`config.mk`:
```
export PLATFORM = sky130hd
export DESIGN_NAME = block_bitmap_allocator_top
export DESIGN_NICKNAME = d
export VERILOG_FILES = /design/src/bba_pkg.sv /design/src/bba_datapath.sv /design/src/bba_ctrl.sv /design/src/block_bitmap_allocator_top.sv
export SDC_FILE = /design/constraint.sdc
export NUM_CORES = 1
export LEC_CHECK = 0
export ABC_AREA = 1
export BUFFER_PORTS_ARGS = -buffer_cell sky130_fd_sc_hd__buf_2
export CAP_MARGIN = 10
export CORE_ASPECT_RATIO = 0.9
export CORE_MARGIN = 2
export CORE_UTILIZATION = 47
export DETAILED_ROUTE_END_ITERATION = 10
export SLEW_MARGIN = 20
export SYNTH_ARGS = -nofsm -noshare
export SYNTH_HDL_FRONTEND = slang
export SYNTH_SLANG_ARGS = --single-unit
```
`constraint.sdc`:
```
create_clock -name i_clk -period 11.6 [get_ports i_clk]
set_clock_uncertainty 0.05 [all_clocks]
set_input_delay 1.16 -clock i_clk [delete_from_list [all_inputs] [get_ports i_clk]]
set_output_delay 1.16 -clock i_clk [all_outputs]
set_load 0.03 [all_outputs]
```
`src/bba_pkg.sv`:
```
// Shared types and constants of the bitmap block allocator.
// Used by the datapath, the controller, the top level and the checker.
`default_nettype none

package bba_pkg;

    // Fixed field widths
    localparam int LIMIT_W  = 11;
    localparam int IDX_W    = 10;
    localparam int STATUS_W = 2;

    localparam logic [LIMIT_W-1:0] LIMIT_RESET = 11'd1024;

    typedef logic [STATUS_W-1:0] t_status;

    // Result status codes
    localparam t_status ST_OK        = 2'd0;
    localparam t_status ST_FULL      = 2'd1;
    localparam t_status ST_BAD_INDEX = 2'd2;

    // Request type codes
    localparam logic REQ_ALLOC = 1'b0;
    localparam logic REQ_FREE  = 1'b1;

    // Controller to datapath commands
    typedef struct packed {
        logic    clr_wr;    // write a zero word at the sweep address
        logic    load_req;  // take the request item and restart the scan
        logic    scan;      // read the next map word
        logic    upd_wr;    // write the updated word back, adjust the used count
        logic    finish;    // capture the result of this item
        t_status status;    // status code to capture on finish
        logic    load_out;  // move the result into the output register
    } t_dp_cmd;

    // Datapath to controller status
    typedef struct packed {
        logic clr_last;  // sweep address is at the last word
        logic req_free;  // pending item is a free request
        logic idx_bad;   // free index at or beyond the managed count
        logic n_zero;    // no blocks managed
        logic hit;       // checked word holds the answer
        logic last;      // checked word is the last managed word
    } t_dp_sts;

endpackage

`default_nettype wire

```
`src/bba_datapath.sv`:
```
// Datapath of the bitmap allocator: map memory, scan counters, used count,
// limit register and result registers. Depends on bba_pkg.
`default_nettype none

module bba_datapath #(
    parameter int NUM_BLOCKS    = 1024,
    parameter int MAP_WORD_BITS = 32
) (
    input  wire logic                         i_clk,
    input  wire logic                         i_rst_n,
    input  wire bba_pkg::t_dp_cmd             i_cmd,
    output bba_pkg::t_dp_sts                  o_sts,
    input  wire logic                         i_req_type,
    input  wire logic [bba_pkg::IDX_W-1:0]    i_block_index,
    input  wire logic                         i_cfg_we,
    input  wire logic [bba_pkg::LIMIT_W-1:0]  i_cfg_data,
    output logic [bba_pkg::IDX_W-1:0]         o_granted_index,
    output bba_pkg::t_status                  o_status,
    output logic [bba_pkg::LIMIT_W-1:0]       o_free_count
);

    localparam int MAP_WORDS = (NUM_BLOCKS + MAP_WORD_BITS - 1) / MAP_WORD_BITS;
    localparam int AW        = (MAP_WORDS > 1) ? $clog2(MAP_WORDS) : 1;
    localparam int POS_W     = $clog2(MAP_WORD_BITS);
    localparam int SPAN      = MAP_WORDS * MAP_WORD_BITS;
    localparam int BW        = $clog2(SPAN + 1);
    localparam int NW        = (BW > bba_pkg::LIMIT_W) ? BW : bba_pkg::LIMIT_W;

    localparam logic [AW-1:0] LAST_ADDR = AW'(MAP_WORDS - 1);
    localparam logic [NW-1:0] WORD_SPAN = NW'(MAP_WORD_BITS);
    localparam logic [NW-1:0] NUM_N     = NW'(NUM_BLOCKS);

    // Map memory
    logic [MAP_WORD_BITS-1:0] mem [MAP_WORDS];
    logic [MAP_WORD_BITS-1:0] r_rdata;

    // Registers
    logic [bba_pkg::LIMIT_W-1:0] r_limit;
    logic                        r_req_type;
    logic [bba_pkg::IDX_W-1:0]   r_idx;
    logic [AW-1:0]               r_addr;
    logic [NW-1:0]               r_base;
    logic [AW-1:0]               r_chk_addr;
    logic [NW-1:0]               r_chk_base;
    logic                        r_chk_vld;
    logic [NW-1:0]               r_used;
    logic [bba_pkg::IDX_W-1:0]   r_res_granted;
    bba_pkg::t_status            r_res_status;
    logic [bba_pkg::IDX_W-1:0]   r_out_granted;
    bba_pkg::t_status            r_out_status;
    logic [bba_pkg::LIMIT_W-1:0] r_out_free;

    // Combinational signals
    logic [NW-1:0]            lim_ext;
    logic [NW-1:0]            count_n;
    logic [NW-1:0]            idx_ext;
    logic [NW-1:0]            rem;
    logic [NW-1:0]            off;
    logic [MAP_WORD_BITS-1:0] avail;
    logic [POS_W-1:0]         alloc_pos;
    logic [POS_W-1:0]         sel_pos;
    logic [MAP_WORD_BITS-1:0] bit_mask;
    logic [MAP_WORD_BITS-1:0] new_word;
    logic [NW-1:0]            grant_full;
    logic                     in_word;
    logic                     alloc_hit;
    logic                     was_used;
    logic                     wr_en;
    logic [AW-1:0]            wr_addr;
    logic [MAP_WORD_BITS-1:0] wr_data;

    // Managed count: limit saturated to the block count
    assign lim_ext = NW'(r_limit);
    assign count_n = (lim_ext > NUM_N) ? NUM_N : lim_ext;
    assign idx_ext = NW'(r_idx);

    // Free bits of the checked word that lie below the managed count
    assign rem = count_n - r_chk_base;
    always_comb begin
        for (int b = 0; b < MAP_WORD_BITS; b++) begin
            avail[b] = !r_rdata[b] && (NW'(b) < rem);
        end
    end

    // Lowest free bit
    always_comb begin
        alloc_pos = '0;
        for (int b = MAP_WORD_BITS - 1; b >= 0; b--) begin
            if (avail[b]) begin
                alloc_pos = POS_W'(b);
            end
        end
    end
    assign alloc_hit = |avail;

    // Position of the freed block within the checked word
    assign off     = idx_ext - r_chk_base;
    assign in_word = (idx_ext >= r_chk_base) && (off < WORD_SPAN);

    assign sel_pos    = r_req_type ? off[POS_W-1:0] : alloc_pos;
    assign bit_mask   = MAP_WORD_BITS'(1) << sel_pos;
    assign new_word   = r_req_type ? (r_rdata & ~bit_mask) : (r_rdata | bit_mask);
    assign was_used   = |(r_rdata & bit_mask);
    assign grant_full = r_chk_base + NW'(alloc_pos);

    // Status toward the controller
    always_comb begin
        o_sts.clr_last = (r_addr == LAST_ADDR);
        o_sts.req_free = r_req_type;
        o_sts.idx_bad  = (idx_ext >= count_n);
        o_sts.n_zero   = (count_n == '0);
        o_sts.hit      = r_chk_vld && (r_req_type ? in_word : alloc_hit);
        o_sts.last     = r_chk_vld && ((r_chk_base + WORD_SPAN) >= count_n);
    end

    // Memory write port: clearing sweep or word update
    assign wr_en   = i_cmd.clr_wr || i_cmd.upd_wr;
    assign wr_addr = i_cmd.clr_wr ? r_addr : r_chk_addr;
    assign wr_data = i_cmd.clr_wr ? '0 : new_word;

    always_ff @(posedge i_clk) begin
        if (wr_en) begin
            mem[wr_addr] <= wr_data;
        end
        if (i_cmd.scan) begin
            r_rdata <= mem[r_addr];
        end
    end

    // Limit register
    always_ff @(posedge i_clk) begin
        if (!i_rst_n) begin
            r_limit <= bba_pkg::LIMIT_RESET;
        end else if (i_cfg_we) begin
            r_limit <= i_cfg_data;
        end
    end

    // Scan counters and sweep address
    always_ff @(posedge i_clk) begin
        if (!i_rst_n) begin
            r_addr     <= '0;
            r_base     <= '0;
            r_chk_addr <= '0;
            r_chk_base <= '0;
            r_chk_vld  <= 1'b0;
        end else if (i_cmd.load_req) begin
            r_addr    <= '0;
            r_base    <= '0;
            r_chk_vld <= 1'b0;
        end else if (i_cmd.clr_wr) begin
            r_addr <= (r_addr == LAST_ADDR) ? '0 : r_addr + AW'(1);
        end else if (i_cmd.scan) begin
            r_chk_addr <= r_addr;
            r_chk_base <= r_base;
            r_chk_vld  <= 1'b1;
            if (r_addr != LAST_ADDR) begin
                r_addr <= r_addr + AW'(1);
                r_base <= r_base + WORD_SPAN;
            end
        end
    end

    // Used block count
    always_ff @(posedge i_clk) begin
        if (!i_rst_n) begin
            r_used <= '0;
        end else if (i_cmd.upd_wr) begin
            if (r_req_type == bba_pkg::REQ_ALLOC) begin
                r_used <= r_used + NW'(1);
            end else if (was_used && (r_used != '0)) begin
                r_used <= r_used - NW'(1);
            end
        end
    end

    // Request capture
    always_ff @(posedge i_clk) begin
        if (i_cmd.load_req) begin
            r_req_type <= i_req_type;
            r_idx      <= i_block_index;
        end
    end

    // Result capture and output register
    always_ff @(posedge i_clk) begin
        if (i_cmd.finish) begin
            r_res_status <= i_cmd.status;
            if ((i_cmd.status == bba_pkg::ST_OK) && (r_req_type == bba_pkg::REQ_ALLOC)) begin
                r_res_granted <= grant_full[bba_pkg::IDX_W-1:0];
            end else begin
                r_res_granted <= '0;
            end
        end
        if (i_cmd.load_out) begin
            r_out_granted <= r_res_granted;
            r_out_status  <= r_res_status;
            if (count_n > r_used) begin
                r_out_free <= bba_pkg::LIMIT_W'(count_n - r_used);
            end else begin
                r_out_free <= '0;
            end
        end
    end

    assign o_granted_index = r_out_granted;
    assign o_status        = r_out_status;
    assign o_free_count    = r_out_free;

endmodule

`default_nettype wire

```
`src/bba_ctrl.sv`:
```
// Controller of the bitmap allocator: clearing sweep, request sequencing
// and both handshakes. Depends on bba_pkg.
`default_nettype none

module bba_ctrl (
    input  wire logic              i_clk,
    input  wire logic              i_rst_n,
    input  wire logic              i_in_valid,
    output logic                   o_in_ready,
    output logic                   o_out_valid,
    input  wire logic              i_out_ready,
    input  wire bba_pkg::t_dp_sts  i_sts,
    output bba_pkg::t_dp_cmd       o_cmd
);

    typedef enum logic [2:0] {
        S_CLEAR,
        S_IDLE,
        S_CHECK,
        S_SCAN,
        S_COMMIT
    } t_state;

    t_state r_state;
    logic   r_out_vld;
    logic   out_free;

    assign out_free    = !r_out_vld || i_out_ready;
    assign o_in_ready  = (r_state == S_IDLE);
    assign o_out_valid = r_out_vld;

    // Decode commands from state and datapath status
    always_comb begin
        o_cmd = '0;
        o_cmd.status = bba_pkg::ST_OK;
        unique case (r_state)
            S_CLEAR: begin
                o_cmd.clr_wr = 1'b1;
            end
            S_IDLE: begin
                o_cmd.load_req = i_in_valid;
            end
            S_CHECK: begin
                if (i_sts.req_free && i_sts.idx_bad) begin
                    o_cmd.finish = 1'b1;
                    o_cmd.status = bba_pkg::ST_BAD_INDEX;
                end else if (!i_sts.req_free && i_sts.n_zero) begin
                    o_cmd.finish = 1'b1;
                    o_cmd.status = bba_pkg::ST_FULL;
                end
            end
            S_SCAN: begin
                if (i_sts.hit) begin
                    o_cmd.finish = 1'b1;
                    o_cmd.upd_wr = 1'b1;
                end else if (i_sts.last) begin
                    o_cmd.finish = 1'b1;
                    o_cmd.status = bba_pkg::ST_FULL;
                end else begin
                    o_cmd.scan = 1'b1;
                end
            end
            S_COMMIT: begin
                o_cmd.load_out = out_free;
            end
            default: begin
                o_cmd = '0;
            end
        endcase
    end

    // State and output valid
    always_ff @(posedge i_clk) begin
        if (!i_rst_n) begin
            r_state   <= S_CLEAR;
            r_out_vld <= 1'b0;
        end else begin
            if (o_cmd.load_out) begin
                r_out_vld <= 1'b1;
            end else if (i_out_ready) begin
                r_out_vld <= 1'b0;
            end
            unique case (r_state)
                S_CLEAR: begin
                    if (i_sts.clr_last) r_state <= S_IDLE;
                end
                S_IDLE: begin
                    if (i_in_valid) r_state <= S_CHECK;
                end
                S_CHECK: begin
                    r_state <= o_cmd.finish ? S_COMMIT : S_SCAN;
                end
                S_SCAN: begin
                    if (o_cmd.finish) r_state <= S_COMMIT;
                end
                S_COMMIT: begin
                    if (out_free) r_state <= S_IDLE;
                end
                default: begin
                    r_state <= S_CLEAR;
                end
            endcase
        end
    end

endmodule

`default_nettype wire

```
`src/block_bitmap_allocator_top.sv`:
```
// Sequence: an accepted item is checked, then the map is scanned from word 0 up to the
// word that answers (free: word of the index; allocate: first word with a free block, or
// the last managed word if none); a bad index or no blocks skips the scan. One item is
// handled at a time; the map memory read port gives one word per cycle.
// Reset: synchronous; a clearing sweep zeroes every map word before the first item is taken;
// configuration writes are taken at any time.
`default_nettype none

module block_bitmap_allocator_top #(
    parameter int NUM_BLOCKS    = 1024,
    parameter int MAP_WORD_BITS = 32
) (
    input  wire logic                         i_clk,
    input  wire logic                         i_rst_n,
    input  wire logic                         i_in_valid,
    output logic                              o_in_ready,
    input  wire logic                         i_req_type,
    input  wire logic [bba_pkg::IDX_W-1:0]    i_block_index,
    output logic                              o_out_valid,
    input  wire logic                         i_out_ready,
    output logic [bba_pkg::IDX_W-1:0]         o_granted_index,
    output logic [bba_pkg::STATUS_W-1:0]      o_status,
    output logic [bba_pkg::LIMIT_W-1:0]       o_free_count,
    input  wire logic                         i_cfg_valid,
    output logic                              o_cfg_ready,
    input  wire logic [bba_pkg::LIMIT_W-1:0]  i_cfg_data
);

    bba_pkg::t_dp_cmd cmd;
    bba_pkg::t_dp_sts sts;

    // Configuration is always taken
    assign o_cfg_ready = 1'b1;

    bba_ctrl u_ctrl (
        .i_clk       (i_clk),
        .i_rst_n     (i_rst_n),
        .i_in_valid  (i_in_valid),
        .o_in_ready  (o_in_ready),
        .o_out_valid (o_out_valid),
        .i_out_ready (i_out_ready),
        .i_sts       (sts),
        .o_cmd       (cmd)
    );

    bba_datapath #(
        .NUM_BLOCKS    (NUM_BLOCKS),
        .MAP_WORD_BITS (MAP_WORD_BITS)
    ) u_datapath (
        .i_clk           (i_clk),
        .i_rst_n         (i_rst_n),
        .i_cmd           (cmd),
        .o_sts           (sts),
        .i_req_type      (i_req_type),
        .i_block_index   (i_block_index),
        .i_cfg_we        (i_cfg_valid & o_cfg_ready),
        .i_cfg_data      (i_cfg_data),
        .o_granted_index (o_granted_index),
        .o_status        (o_status),
        .o_free_count    (o_free_count)
    );

endmodule

`default_nettype wire

```
==> results.toml <==
[worst_hold_path]
hold_path_depth = 0
hold_start = "u_datapath.r_res_granted[5]"
holdPathEnd = "u_datapath.o_granted_index[5]"
hp-class = "flip-flop to flip-flop"

[grt]
grt_pass1_wl_um = 208000
grt_max_degree = 188
overflow = 0
grt_pass1_vias = 30700
antenna_found_initial = 2
grt_util_all_layers_pct = 27.1

[synth]
synthTopCellsByCount = "edfxtp_1, nor2_1, o21ai_0, clkbuf_1, inv_1"
yosysSeqAreaShare_pct = 71.3
yosysMostFrequentCell = "edfxtp_1"
synth_top_area_share_pct = 69.2
async_reset_ff_share_pct = 0
synth_edf_count = 1102
synth_seq_cells = 1151
synth.distinct_cells = 49
ys_warn_count = 0
synth_area_mm2 = 0.0478
yosys.area.top_type = "edfxtp_1"
synth_area_leaders = "edfxtp_1, o21ai_0, nor2_1, o221ai_1, dfxtp_1"
avgSynthCellArea_um2 = 12.1
synth_ff_type = "edfxtp_1"
synth_fp_nets = 4022
syn_inst = 3942

[worst_setup_path]
r2r_end = "u_datapath.mem[19][30]"
crit_path_start_kind = "flip-flop"
critical_path_required_ps = 11930
reg2reg_from = "u_datapath.lim_ext[0]"
max_stage_delay_ps = 840
ff2ff_setup_slack_ps = 4660
path_class = "flip-flop to flip-flop"
critPathBufInv = 5
endpoint_kind = "flip-flop"
path_depth = 30
critPathSlowestCell = "nand3_1"
critPathTopFamily = "simple AND/OR/NAND/NOR gates"
cp.arrival_ps = 7270
reg2regPathDepth = 30
path_common_cell = "nand2_1"
worstPathMaxFanout = 20

[cts]
cts.clk_slew.worst_paths_ps = 60
cts-root-buf = "clkbuf_16"
post_cts_resized = 0
clk-insertion-delay-late_ps = 730
cts_hold_buf = 0
clock_path_buffers = 3
cts_buffers = 114
cts_tree = "built"
numClockSinks = 1151
post_cts_buffers = 0
htree_levels = 3

[die]
io_pins = 53
die_x_um = 340
initial_core_util_pct = 47.6
die_y_um = 307
rows = 110
die_area_mm2 = 0.104
core_mm2 = 0.100

[finish]
nNetsFinal = 4014
area_growth_pct = 12.6
num_antenna_cells = 0
drive_gt1_share_pct = 9.77
ff_latch_area_mm2 = 0.0341
final_util_pct = 53.6
fillers = 8531
multi_input_area_mm2 = 0.0127
stdcell_count = 5377

[sta]
finalMaxSlewViolations = 0
hold_violations = 0
fmax_mhz = 144
tns_ps = 0
worst_slew_pin_slew_ps = 1090
rsz0062_at_grt = "false"
slew_headroom_pct = 27.5
setup_viol = 0
finalCriticalPeriod_ps = 6940
timing.final.crit_share_pct = 59.8

[drt]
avgViaCountPerCell = 6.06
postRouteAntennaNets = 0
wl_um = 143000
drt-wirelength-per-cell_um = 26.6
drt_iter0_drc = 4517
firstDrtPassIters = 5
vias = 32600
drc = 0

[power_and_ir_drop]
p_per_area_mw_per_mm2 = 207
power.static_leakage_nw = 18.1
ir_drop_uv = 133

[place]
portBuffers = 51
dp_hpwl_um = 75000
dp.cells = 5162
gp_congestion = 0.918

[run_status]
outcome = "complete, no violations"

[run]
cap_violations = 0
==> cell usage in the layout (no fill, tap or decap), drive strengths merged, types with 4 or more instances in the layout <==
master	instances
edfxtp	1102
nor2	768
o21ai	724
inv	189
nand2	168
clkbuf	144
nand3	140
o221ai	129
o22ai	129
buf	122
a21oi	105
ha	50
dfxtp	49
clkinv	46
o211ai	37
nor3	21
bufinv	17
xor2	16
o21bai	14
nand4	12
or2	9
xnor2	6
nor4	4
o31ai	4
clkinvlp	4
==> sequential cells by signal, indices dropped and copies added (netlist names), 2 cells and up <==
| register | cells |
|---|---|
| u_datapath.r_res_granted | 10 |
| u_datapath.r_used | 11 |
| u_datapath.mem | 1024 |
| u_datapath.r_rdata | 32 |
| u_datapath.lim_ext | 11 |
| u_datapath.r_base | 6 |
| u_datapath.r_addr | 5 |
| u_datapath.o_granted_index | 10 |
| u_datapath.r_idx | 10 |
| u_datapath.o_free_count | 11 |
| u_datapath.r_chk_base | 6 |
| u_datapath.r_res_status | 2 |
| u_datapath.o_status | 2 |
| u_datapath.r_chk_addr | 5 |
| u_ctrl.r_state | 3 |
==> layout make-up <==
type	count	share of cell area [%]
tap	1344	3.12
clock inverter	71	1.58
inverter	185	1.33
clock buffer	144	5.55
sequential	1151	63.3
multi-input combinational	2360	23.5
timing repair buffer	122	1.60
==> layer usage <==
metal  part of all wire, %  wire [um]  track usage (%)  vias to the layer above
met5                0.0049          7                0                        -
met4                   3.2       4620             8.67                        2
met3                    10      14300             5.18                      267
li1                      -          -                -                    14500
met2                    45      64500             41.8                     1689
met1                    42      59900             38.9                    16100
==> logic make-up after synthesis <==
| group | share of synthesized area, % |
|---|---|
| and+or+nand+nor | 9.62 |
| other | 0.00785 |
| buffers and inverters | 3.41 |
| xor gates and xnor gates | 0.403 |
| adders and majority gates | 1.43 |
| DFF | 71.3 |
| AOI/OAI and AO/OA | 13.8 |
==> worst max path at each step <==
stage / startpoint / slack [ps] / endpoint
floorplan: u_datapath.lim_ext[8] / 5910 / u_datapath.r_rdata[0]
global placement: u_datapath.lim_ext[0] / 4550 / u_datapath.mem[15][3]
detailed placement: u_datapath.lim_ext[1] / 4800 / u_datapath.mem[25][17]
CTS: u_datapath.lim_ext[0] / 4750 / u_datapath.mem[3][26]
global route: u_datapath.lim_ext[1] / 4080 / u_datapath.mem[27][6]
finish: u_datapath.lim_ext[0] / 4660 / u_datapath.mem[19][30]
==> worst reg2reg max path, delay by kind of cell (launching register included) <==
family	cells	cell delay [ps]
buf+inv	5	980
fa+ha+maj	2	700
compound gates	2	510
flops	1	330
simple gates	21	4050
==> metrics by stage <==
stage | power [mW] | cell area (um2) | setup slack [ps] | hold WS [ps]
finish | 11.2 | 53800 | 4660 | 373
global route | 11.6 | 53800 | 4080 | 380
CTS | 11.2 | 53800 | 4750 | 372
detailed placement | 7.42 | 49900 | 4800 | 357
global placement | 7.38 | 49700 | 4550 | 350
floorplan | 6.54 | 47800 | 5910 | 350
==> report_power, final <==
group / switching [mW] / internal, mW / leakage (nW)
Combinational: 1.71 / 0.590 / 5.55
Clock: 1.60 / 2.20 / 1.86
Sequential: 0.126 / 4.94 / 10.7
Total: 3.43 / 7.74 / 18.1
Note: power is estimated with default switching activity, not from simulation.
